### config.mk
export PLATFORM = sky130hd
export DESIGN_NAME = utf8_to_utf16_decoder_unit
export DESIGN_NICKNAME = d
export VERILOG_FILES = /design/src/hdl/u8u16_pkg.sv /design/src/hdl/u8u16_front.sv /design/src/hdl/u8u16_queue.sv /design/src/hdl/u8u16_back.sv /design/src/hdl/utf8_to_utf16_decoder_unit.sv
export SDC_FILE = /design/constraint.sdc
export NUM_CORES = 1
export LEC_CHECK = 0
export BUFFER_PORTS_ARGS = -buffer_cell sky130_fd_sc_hd__buf_4
export CAP_MARGIN = 20
export CORE_MARGIN = 2
export CORE_UTILIZATION = 45
export CTS_CLUSTER_DIAMETER = 100
export DETAILED_ROUTE_END_ITERATION = 7
export GPL_ROUTABILITY_DRIVEN = 0
export PLACE_DENSITY = 0.65
export SYNTH_ARGS = -nofsm -noshare
export SYNTH_HDL_FRONTEND = slang
export SYNTH_SLANG_ARGS = --single-unit
### constraint.sdc
create_clock -name clk -period 4.9 [get_ports clk]
set_input_delay 0.245 -clock clk [delete_from_list [all_inputs] [get_ports clk]]
set_output_delay 0.245 -clock clk [all_outputs]
set_load 0.02 [all_outputs]
### src/hdl/u8u16_pkg.sv
package u8u16_pkg;

  localparam logic [1:0] KIND_NONE = 2'd0;
  localparam logic [1:0] KIND_BMP  = 2'd1;
  localparam logic [1:0] KIND_PAIR = 2'd2;

  localparam logic [15:0] REPL_UNIT    = 16'hFFFD;
  localparam logic [15:0] HIGH_SURR    = 16'hD800;
  localparam logic [15:0] LOW_SURR     = 16'hDC00;
  localparam logic [20:0] SUPP_BASE    = 21'h10000;
  localparam logic [20:0] MAX_SCALAR   = 21'h10FFFF;
  localparam logic [20:0] SURR_FIRST   = 21'h00D800;
  localparam logic [20:0] SURR_LAST    = 21'h00DFFF;
  localparam logic [20:0] MIN_TWO_BYTE = 21'h000080;
  localparam logic [20:0] MIN_THREE    = 21'h000800;

  typedef struct packed {
    logic [2:0]  rep_cnt;
    logic [1:0]  kind;
    logic [20:0] value;
  } desc_t;

endpackage

### src/hdl/u8u16_front.sv
module u8u16_front (
  input  logic                 clk,
  input  logic                 rst,
  input  logic                 in_valid,
  output logic                 in_ready,
  input  logic [7:0]           in_byte,
  input  logic                 in_final,
  input  logic                 q_full,
  output logic                 q_push,
  output u8u16_pkg::desc_t     q_desc
);

  logic [1:0]  exp_len;
  logic [1:0]  seen;
  logic [20:0] pv;
  logic [1:0]  exp_len_next;
  logic [1:0]  seen_next;
  logic [20:0] pv_next;
  logic [20:0] pv_cat;
  logic [2:0]  rep;
  logic [1:0]  kind;
  logic [20:0] value;

  function automatic logic scalar_ok(input logic [1:0] need, input logic [20:0] v);
    logic ok;
    ok = 1'b1;
    if (need == 2'd1 && v < u8u16_pkg::MIN_TWO_BYTE) ok = 1'b0;
    if (need == 2'd2 && v < u8u16_pkg::MIN_THREE) ok = 1'b0;
    if (need == 2'd3 && v < u8u16_pkg::SUPP_BASE) ok = 1'b0;
    if (v >= u8u16_pkg::SURR_FIRST && v <= u8u16_pkg::SURR_LAST) ok = 1'b0;
    if (v > u8u16_pkg::MAX_SCALAR) ok = 1'b0;
    return ok;
  endfunction

  assign in_ready = !q_full;
  assign pv_cat   = {pv[14:0], in_byte[5:0]};

  always_comb begin
    exp_len_next = exp_len;
    seen_next    = seen;
    pv_next      = pv;
    rep          = 3'd0;
    kind         = u8u16_pkg::KIND_NONE;
    value        = '0;
    if (exp_len != 2'd0 && in_byte[7:6] == 2'b10) begin
      if (seen + 2'd1 == exp_len) begin
        exp_len_next = 2'd0;
        seen_next    = 2'd0;
        pv_next      = '0;
        if (scalar_ok(exp_len, pv_cat)) begin
          kind  = (pv_cat < u8u16_pkg::SUPP_BASE) ? u8u16_pkg::KIND_BMP : u8u16_pkg::KIND_PAIR;
          value = pv_cat;
        end else begin
          rep = {1'b0, exp_len} + 3'd1;
        end
      end else begin
        seen_next = seen + 2'd1;
        pv_next   = pv_cat;
      end
    end else begin
      rep          = (exp_len != 2'd0) ? {1'b0, seen} + 3'd1 : 3'd0;
      exp_len_next = 2'd0;
      seen_next    = 2'd0;
      pv_next      = '0;
      if (!in_byte[7]) begin
        kind  = u8u16_pkg::KIND_BMP;
        value = {13'd0, in_byte};
      end else if (in_byte[7:5] == 3'b110) begin
        exp_len_next = 2'd1;
        pv_next      = {16'd0, in_byte[4:0]};
      end else if (in_byte[7:4] == 4'b1110) begin
        exp_len_next = 2'd2;
        pv_next      = {17'd0, in_byte[3:0]};
      end else if (in_byte[7:3] == 5'b11110) begin
        exp_len_next = 2'd3;
        pv_next      = {18'd0, in_byte[2:0]};
      end else begin
        rep = rep + 3'd1;
      end
    end
    // flush an unfinished tail at the end of the string
    if (in_final && exp_len_next != 2'd0) begin
      rep          = rep + {1'b0, seen_next} + 3'd1;
      exp_len_next = 2'd0;
      seen_next    = 2'd0;
      pv_next      = '0;
    end
  end

  assign q_desc.rep_cnt = rep;
  assign q_desc.kind    = kind;
  assign q_desc.value   = value;
  assign q_push = in_valid && in_ready && (rep != 3'd0 || kind != u8u16_pkg::KIND_NONE);

  always_ff @(posedge clk) begin
    if (rst) begin
      exp_len <= 2'd0;
      seen    <= 2'd0;
      pv      <= '0;
    end else if (in_valid && in_ready) begin
      exp_len <= exp_len_next;
      seen    <= seen_next;
      pv      <= pv_next;
    end
  end

  a_seen_below_len: assert property (@(posedge clk) disable iff (rst)
    exp_len != 2'd0 |-> seen < exp_len)
    else $error("continuation count reached sequence length");

  a_idle_clear: assert property (@(posedge clk) disable iff (rst)
    exp_len == 2'd0 |-> seen == 2'd0 && pv == 21'd0)
    else $error("sequence state left over with nothing pending");

endmodule

### src/hdl/u8u16_queue.sv
module u8u16_queue #(
  parameter int DEPTH = 4
) (
  input  logic              clk,
  input  logic              rst,
  input  logic              push,
  input  u8u16_pkg::desc_t  push_desc,
  output logic              full,
  input  logic              pop,
  output logic              head_valid,
  output u8u16_pkg::desc_t  head_desc
);

  localparam int PW = (DEPTH > 1) ? $clog2(DEPTH) : 1;
  localparam int CW = $clog2(DEPTH + 1);

  u8u16_pkg::desc_t slots [DEPTH];
  logic [PW-1:0] wr_ptr;
  logic [PW-1:0] rd_ptr;
  logic [CW-1:0] count;
  logic          do_push;
  logic          do_pop;

  assign full       = (count == CW'(DEPTH));
  assign head_valid = (count != '0);
  assign head_desc  = slots[rd_ptr];
  assign do_push    = push && !full;
  assign do_pop     = pop && head_valid;

  always_ff @(posedge clk) begin
    if (do_push) begin
      slots[wr_ptr] <= push_desc;
    end
  end

  always_ff @(posedge clk) begin
    if (rst) begin
      wr_ptr <= '0;
      rd_ptr <= '0;
      count  <= '0;
    end else begin
      if (do_push) begin
        wr_ptr <= (wr_ptr == PW'(DEPTH - 1)) ? '0 : wr_ptr + PW'(1);
      end
      if (do_pop) begin
        rd_ptr <= (rd_ptr == PW'(DEPTH - 1)) ? '0 : rd_ptr + PW'(1);
      end
      if (do_push && !do_pop) begin
        count <= count + CW'(1);
      end else if (do_pop && !do_push) begin
        count <= count - CW'(1);
      end
    end
  end

  a_count_bound: assert property (@(posedge clk) disable iff (rst)
    count <= CW'(DEPTH))
    else $error("queue occupancy beyond depth");

endmodule

### src/hdl/u8u16_back.sv
module u8u16_back (
  input  logic              clk,
  input  logic              rst,
  input  logic              desc_valid,
  input  u8u16_pkg::desc_t  desc,
  output logic              pop,
  output logic              out_valid,
  input  logic              out_ready,
  output logic [15:0]       out_unit,
  output logic              out_replaced,
  output logic              out_last
);

  logic [1:0]  idx;
  logic [2:0]  total;
  logic [19:0] offs;
  logic [15:0] unit;
  logic        unit_rep;
  logic        is_last;
  logic        load;

  always_comb begin
    unique case (desc.kind)
      u8u16_pkg::KIND_BMP:  total = desc.rep_cnt + 3'd1;
      u8u16_pkg::KIND_PAIR: total = desc.rep_cnt + 3'd2;
      default:              total = desc.rep_cnt;
    endcase
  end

  assign offs    = 20'(desc.value - u8u16_pkg::SUPP_BASE);
  assign is_last = ({1'b0, idx} + 3'd1 == total);
  assign load    = desc_valid && (!out_valid || out_ready);
  assign pop     = load && is_last;

  always_comb begin
    if ({1'b0, idx} < desc.rep_cnt) begin
      unit     = u8u16_pkg::REPL_UNIT;
      unit_rep = 1'b1;
    end else if ({1'b0, idx} == desc.rep_cnt) begin
      unit     = (desc.kind == u8u16_pkg::KIND_BMP) ? desc.value[15:0]
               : u8u16_pkg::HIGH_SURR + {6'd0, offs[19:10]};
      unit_rep = 1'b0;
    end else begin
      unit     = u8u16_pkg::LOW_SURR + {6'd0, offs[9:0]};
      unit_rep = 1'b0;
    end
  end

  always_ff @(posedge clk) begin
    if (rst) begin
      idx       <= 2'd0;
      out_valid <= 1'b0;
    end else if (load) begin
      idx       <= is_last ? 2'd0 : idx + 2'd1;
      out_valid <= 1'b1;
    end else if (out_ready) begin
      out_valid <= 1'b0;
    end
  end

  always_ff @(posedge clk) begin
    if (load) begin
      out_unit     <= unit;
      out_replaced <= unit_rep;
      out_last     <= is_last;
    end
  end

  a_idx_in_run: assert property (@(posedge clk) disable iff (rst)
    desc_valid |-> {1'b0, idx} < total)
    else $error("unit index past the end of its run");

  a_pop_ends_run: assert property (@(posedge clk) disable iff (rst)
    pop |=> out_valid && out_last)
    else $error("descriptor released without its last unit");

endmodule

### src/hdl/utf8_to_utf16_decoder_unit.sv
// channel | dir | tdata                 | tuser        | tlast
// s_axis  | in  | [7:0] byte_in         | -            | final_byte
// m_axis  | out | [15:0] code_unit      | [0] replaced | run_last
//
// Takes one byte a cycle while the queue is not full; each byte turns into a
// descriptor of 0..4 units. The unit sequencer emits one code unit a cycle while
// m_axis_tready is high, so a byte giving n units holds the output side until
// all n are sent; the descriptor queue absorbs bursts.
// rst is synchronous and clears the sequence state, queue and output stage.
// Either side may stall freely; s_axis_tready falls only when the queue is full.
module utf8_to_utf16_decoder_unit #(
  parameter int QUEUE_DEPTH = 4
) (
  input  logic        clk,
  input  logic        rst,
  input  logic        s_axis_tvalid,
  output logic        s_axis_tready,
  input  logic [7:0]  s_axis_tdata,   // [7:0] byte_in
  input  logic        s_axis_tlast,
  output logic        m_axis_tvalid,
  input  logic        m_axis_tready,
  output logic [15:0] m_axis_tdata,   // [15:0] code_unit
  output logic        m_axis_tuser,   // [0] replaced
  output logic        m_axis_tlast
);

  logic             q_push;
  logic             q_full;
  logic             q_pop;
  logic             q_valid;
  u8u16_pkg::desc_t push_desc;
  u8u16_pkg::desc_t head_desc;

  u8u16_front u_front (
    .clk      (clk),
    .rst      (rst),
    .in_valid (s_axis_tvalid),
    .in_ready (s_axis_tready),
    .in_byte  (s_axis_tdata),
    .in_final (s_axis_tlast),
    .q_full   (q_full),
    .q_push   (q_push),
    .q_desc   (push_desc)
  );

  u8u16_queue #(
    .DEPTH (QUEUE_DEPTH)
  ) u_queue (
    .clk        (clk),
    .rst        (rst),
    .push       (q_push),
    .push_desc  (push_desc),
    .full       (q_full),
    .pop        (q_pop),
    .head_valid (q_valid),
    .head_desc  (head_desc)
  );

  u8u16_back u_back (
    .clk          (clk),
    .rst          (rst),
    .desc_valid   (q_valid),
    .desc         (head_desc),
    .pop          (q_pop),
    .out_valid    (m_axis_tvalid),
    .out_ready    (m_axis_tready),
    .out_unit     (m_axis_tdata),
    .out_replaced (m_axis_tuser),
    .out_last     (m_axis_tlast)
  );

endmodule
* Yosys cells after proc, flatten, opt, wreduce, memory -nomap -nowiden *
Memory sizes are Yosys's and may differ from the RTL's. A register that Yosys moved wholly into a read port is not among the register bits.
Cells that the tools add are included.

cells by class
  add/subtract/negate cells = 17
  multiply operators = 0
  divide/modulo/power cells = 0
  magnitude comparators = 7
  equal/unequal tests = 15
  shifts and indexed selects = 0
  mux-type cells = 57
  bitwise logic cells = 0
  reductions and logical operators = 27

operator list
  operator                                                                                number
  15-bit two-way mux                                                                      5
  21-bit two-way mux                                                                      3
  2-bit two-way mux                                                                       19
  3-bit two-way mux                                                                       12
  15-bit by 11-bit adder with 16-bit output (first input constant)                        2
  16-bit two-way mux                                                                      2
  21-bit by 16-bit greater-or-equal comparator with 1-bit output (second input constant)  1
  21-bit > comparator (second input constant)                                             1
  21-bit by 16-bit less-or-equal comparator with 1-bit output (second input constant)     1
  21-bit by 12-bit < comparator with 1-bit output (second input constant)                 1
  21-bit by 17-bit < comparator with 1-bit output (second input constant)                 1
  21-bit by 8-bit < comparator with 1-bit output (second input constant)                  1
  20-bit by 17-bit subtractor with 20-bit output (second input constant)                  1
  1-bit logical AND                                                                       14
  1-bit two-way mux                                                                       13
  3-bit by 1-bit adder with 3-bit output (second input constant)                          4
  2-bit equality test (second input constant)                                             6
  2-bit nonzero test                                                                      5
  2-bit by 1-bit adder with 3-bit output (second input constant)                          3
  2-bit by 1-bit adder with 2-bit output (second input constant)                          4
  7-bit two-way mux                                                                       1
  3-bit equality test (second input constant)                                             2
  3-bit case mux with 2 select lines                                                      1
  3-bit nonzero test                                                                      2
  13 further kinds                                                                        18

word-level totals
  register bits = 47
  latch bits = 0
  RAM bits = 104
  memory bits (read-only) = 0
  bits of input ports = 13
  output and inout bits = 20
  memories kept = 1

memory list
  memory         words  width  rd ports  clocked after memory_dff  wr ports  RTL line           text
  u_queue.slots  4      26     1         1                         1         u8u16_queue.sv:17  u8u16_pkg::desc_t slots [DEPTH];

* Longest topological paths before layout *
  word-level depth = 23
  depth in mapped cells = 19
  gate-level depth less buffers = 17

* Hierarchy *
From an unflattened synthesis, not the netlist that was laid out.

unflattened totals
  cell total of the unflattened synthesis = 465
  area total of the unflattened synthesis = 6772.7 µm²

by module, submodules not included
  module       instances  cells an instance  area each (µm²)  seq. area each (µm²)
  u8u16_queue  1          186                4256.6           3303.2
  u8u16_front  1          169                1381.3           380.4
  u8u16_back   1          110                1134.8           600.6

* Worst setup path before layout *
Ideal clock, no wire load.

  path kind = reg2reg
  start = register (tool-made name)
  end = register u_queue.count[2]
  data arrival time = 4.127 ns
  data required time = 4.829 ns
  slack = 0.703 ns
  stages on the path, launching flop included = 19
  clock period less this slack = 4.197 ns
  cell sequence = dfxtp_1 buf_2 buf_2 buf_2 mux4_2 ha_1 and3b_1 mux2i_1 nand4_1 xor2_1 nor3_2 and2_2 inv_1 ha_1 inv_1 fa_1 xor2_1 or3_1 a21oi_1

RTL lines
  element                 RTL line           text
  end signal: assignment  u8u16_queue.sv:49  count <= count + CW'(1);
  end signal: assignment  u8u16_queue.sv:51  count <= count - CW'(1);
  end: declaration        u8u16_queue.sv:20  logic [CW-1:0] count;

* Final worst setup path *
  start = register u_front.exp_len[0]
  end = register u_queue.count[2]

on the way
  cells in the longest elaborated chain, start to end = 22
  elaborated cells between the ends (all ways) = 48
  classes of those cells = add/sub: 4; eq/ne: 4; mux: 24; reduce/logical: 16

RTL lines
  element                                         RTL line            text
  start: declaration                              u8u16_front.sv:13   logic [1:0] exp_len;
  start signal: assignment                        u8u16_front.sv:101  exp_len <= exp_len_next;
  2-bit by 1-bit equality test with 1-bit output  u8u16_front.sv:27   if (need == 2'd1 && v < u8u16_pkg::MIN_TWO_BYTE) ok = 1'b0;
  1-bit logical AND                               u8u16_front.sv:27
  1-bit two-way mux                               u8u16_front.sv:27
  1-bit two-way mux                               u8u16_front.sv:28   if (need == 2'd2 && v < u8u16_pkg::MIN_THREE) ok = 1'b0;
  1-bit two-way mux                               u8u16_front.sv:29   if (need == 2'd3 && v < u8u16_pkg::SUPP_BASE) ok = 1'b0;
  1-bit two-way mux                               u8u16_front.sv:30   if (v >= u8u16_pkg::SURR_FIRST && v <= u8u16_pkg::SURR_LAST) ok = 1'b0;
  1-bit two-way mux                               u8u16_front.sv:31   if (v > u8u16_pkg::MAX_SCALAR) ok = 1'b0;
  1-bit two-way mux                               u8u16_front.sv:46   if (seen + 2'd1 == exp_len) begin
  [... 7 more ...]                                n/a
  3-bit nonzero test                              u8u16_front.sv:93   assign q_push = in_valid && in_ready && (rep != 3'd0 || kind != u8u16_pkg::KIND_NONE);
  1-bit logical OR *                              u8u16_front.sv:93
  1-bit logical AND *                             u8u16_front.sv:93
  1-bit logical AND *                             u8u16_queue.sv:27   assign do_push = push && !full;
  via u_queue.do_push                             u8u16_queue.sv:21   logic do_push;
  1-bit zero test                                 u8u16_queue.sv:50   end else if (do_pop && !do_push) begin
  1-bit logical AND                               u8u16_queue.sv:50
  2-bit nonzero test (no line)                    n/a

The timed path passes the listed nets; every way through them passes the cells marked *. The select of a mux whose other input is x is not followed.
A chain may end at the register's enable or synchronous reset.

==> flow_summary_export.csv <==
group,metric,value,unit
cells_and_area,fill_cells,1205,
synth,synthXorXnorAreaFrac,1.82,%
routing,ant_nets,0,
grt,grt_max_degree,32,
routing,vias,3860,
cts,cts_resized,0,
floorplanning,coreArea,14500,um2
setup_path,cp-start-kind,"register",
synth,synthAdderAreaFrac,4.34,%
cts,cts_max_path_buffers,2,
synth,synth_top_cell_by_area,"edfxtp_1",
routing,drt_iter0_markers,255,
synth,ys.warnings.count,0,
grt,grt_overflow,0,
setup_path,path_buf_inv,3,
cts,numCtsBuffers,17,
sta,final.setup.tns,0,ps
setup_path,path_class,"register to register",
power,switching_share,28.1,%
power,p_leak,0.00264,uW
status,status,"finished, final reports clean",
cts,cts_tree,"yes",
cells_and_area,multiInputGateArea,2350,um2
routing,drc_errors,0,
routing,wl_per_cell,17.2,um
setup_path,worstPathMaxFanout,7,
placement,dpl_cell_area,7130,um2
synth,synth.area.top_cells,"edfxtp_1 (53%), dfxtp_1 (9.3%), mux4_2 (8.4%)",
sta,fmax,222,MHz
setup_path,cp.arrival,4840,ps
power,p_int,2820,uW
setup_path,worstSetupEndpointType,"register",
synth,synthesis.nets,505,
synth,synth_top_family_by_area,"simple AND/OR/NAND/NOR gates",
synth,yosys.area.top_type_share,53.0,%
cts,numClockSinks,149,
sta,maxSlewViolCount,0,
synth,ys_seq_elements,149,
cells_and_area,seq_area,4160,um2
synth,synth_simple_gate_area_share,10.9,%
synth,yosysSeqAreaShare,62.3,%
routing,vias_per_cell,5.47,
power,p_clk_share,33.3,%
min_path,min_path_type,"input pin to register",
synth,synthCells,470,
cells_and_area,design_area,7720,um2
floorplanning,die_y,126,um
sta,hold_viol_final,0,
placement,dp_hpwl,8.38,mm
floorplanning,rows,44,
setup_path,cp_slowest_stage_delay,470,ps
synth,post-synth-top-count-cell,"edfxtp_1",
grt,grt_pass1_wl,19.8,mm
synth,synthMuxAreaShare,9.85,%
synth,synthTopCellsByCount,"edfxtp_1 (118), nand2_1 (40), dfxtp_1 (31), a21oi_1 (26), nor2_1 (26)",
grt,grt_usage,16.4,%
synth,synth_cell_type_count,63,
cells_and_area,antenna_cells,0,
cts,htreeDepth,4,
cells_and_area,final_net_count,547,
power,p_switching,1100,uW
sta,skew,7.83,ps
synth,syn_avg_cell_area,14.2,um2
cts,clk_pin_slew,60,ps
floorplanning,start_util,46.0,%
cts,cts.hold.buffers_added,0,
setup_path,path_cells,"inv_1 -> ha_1 -> nor3b_2 -> nand3_1 -> or3b_1 -> o22ai_2 -> inv_1 -> fa_1 -> xor2_1 -> a31oi_1 -> o31a_4 -> ha_1 -> inv_1 -> fa_1 -> xor2_1 -> or3_1 -> a21oi_1",
cells_and_area,areaGrowthSynthToFinish,15.5,%
routing,dr.pass1.iters,4,
sta,finalSetupViolations,0,
floorplanning,die-width,126,um
sta,grt_setup_unrepaired,"no",
grt,grt_pass1_vias,3868,
placement,io_buffers,32,
floorplanning,dieArea,15800,um2
power,p_per_area,509,nW/um2
sta,tightestPinTransition,689,ps
setup_path,critPathTopFamily,"simple AND/OR/NAND/NOR gates",
setup_path,critPathRequiredTime,5240,ps
setup_path,crit_path_top_delay_cell,"fa_1",
placement,post-place-cells,677,
cts,clk_latency,410,ps
routing,wl,12.2,mm
synth,async_reset_ff_share,0,%
cts,cts-root-buf,"clkbuf_16",
sta,max_slew_margin,53.9,%
synth,synth-compound-area-share,8.18,%
setup_path,cpMostUsedCell,"inv_1",
synth,syn-cell-area,6680,um2
run,max_cap_viol_count,0,
grt,antenna_found_initial,0,
synth,synth_edf_count,118,
cts,post-cts-setup-buffers,0,
floorplanning,io_pins,33,
cells_and_area,drive_gt1_share,23.8,%
synth,yosys_most_used_dff,"edfxtp_1",
power,irDropWorstVdd,0.000245,V
power,power_frac_seq,41.0,%
cells_and_area,stdcell_count,706,
sta,fin_crit_sh,91.8,%
cells_and_area,utilization,53.1,%
power,finalPower,3920,uW
power,combPwrFrac,25.7,%
sta,finalCriticalPeriod,4500,ps
==> cell usage in the layout, fill, tap and decap left out, types with 4 or more instances in the layout <==
| master | count |
|---|---|
| edfxtp_1 | 118 |
| nand2_1 | 40 |
| buf_4 | 40 |
| dfxtp_1 | 31 |
| a21oi_1 | 26 |
| nor2_1 | 26 |
| mux4_2 | 25 |
| inv_1 | 20 |
| ha_1 | 20 |
| clkbuf_16 | 17 |
| o21ai_0 | 16 |
| and2_1 | 14 |
| and2_2 | 11 |
| nor3_1 | 9 |
| xor2_1 | 8 |
| mux2i_1 | 8 |
| nand2b_1 | 8 |
| a22oi_1 | 8 |
| nand4_1 | 4 |
| xnor2_1 | 4 |
| nand3_1 | 4 |
| o211ai_1 | 4 |
| bufinv_16 | 4 |
==> registers in the layout, indices dropped and copies added (netlist names), named ones only <==
| register | flops |
|---|---|
| u_queue.count | 3 |
| u_back.out_unit | 16 |
| u_queue.slots | 100 |
| u_back.out_last | 1 |
| u_back.out_valid | 1 |
| u_queue.wr_ptr | 2 |
| u_back.out_replaced | 1 |
| u_front.seen | 2 |
| u_back.idx | 2 |
| u_queue.rd_ptr | 2 |
| u_front.exp_len | 2 |
| u_front.pv | 15 |
==> tightest hold or removal path: stages <==
cell	delay, ps
buf_4	90
a22oi_1	60
nor2_1	80
==> layer usage <==
layer | wire length [um] | track usage, % | part of all wire, %
met1 | 5720 | 21.6 | 47
met2 | 5820 | 26.3 | 48
met3 | 423 | 3.95 | 3.5
met4 | 205 | 7.05 | 1.7
met5 | 0 | 0 | 0
==> final timing paths <==
path                                          to          startpoint  cells past startpoint  slack (ps)
worst max-delay path            u_queue.count[2]  u_front.exp_len[0]                     17         400
worst min-delay path               u_front.pv[0]     s_axis_tdata[0]                      3          90
worst max register to register  u_queue.count[2]  u_front.exp_len[0]                     17         400
worst min register to register  u_back.out_valid    u_back.out_valid                      2         470
==> cell families (layout without fill, tap and decap cells) <==
family | after synthesis | count (layout)
xor gates and xnor gates | 13 | 13
DFF | 149 | 149
and+or+nand+nor | 134 | 134
AOI/OAI and AO/OA | 79 | 79
adders and majority gates | 22 | 22
buffers and inverters | 39 | 91
muxes | 34 | 34
==> per-stage QoR <==
step / setup slack, ps / hold slack, ps
3_3_place_gp: 638 / 454
3_5_place_dp: 438 / 468
6_report: 402 / 93.5
5_1_grt: 86.0 / 106
2_1_floorplan: 703 / 385
4_1_cts: 404 / 75.6
==> power groups by stage <==
stage | Combinational [uW] | Sequential [uW] | Clock (uW)
floorplan | 688 | 1690 | 0
global placement | 993 | 1630 | 0
detailed placement | 1020 | 1640 | 0
CTS | 1020 | 1610 | 1330
global route | 1110 | 1630 | 1380
finish | 1010 | 1610 | 1310
==> final cells by class <==
type / instances / area share [%]
timing repair buffer: 40 / 3.89
multi-input combinational: 282 / 30.4
tap: 184 / 2.98
clock buffer: 18 / 5.56
sequential: 149 / 54.0
inverter: 22 / 1.09
clock inverter: 11 / 2.09
No activity file was read; power rests on OpenSTA's default activity.
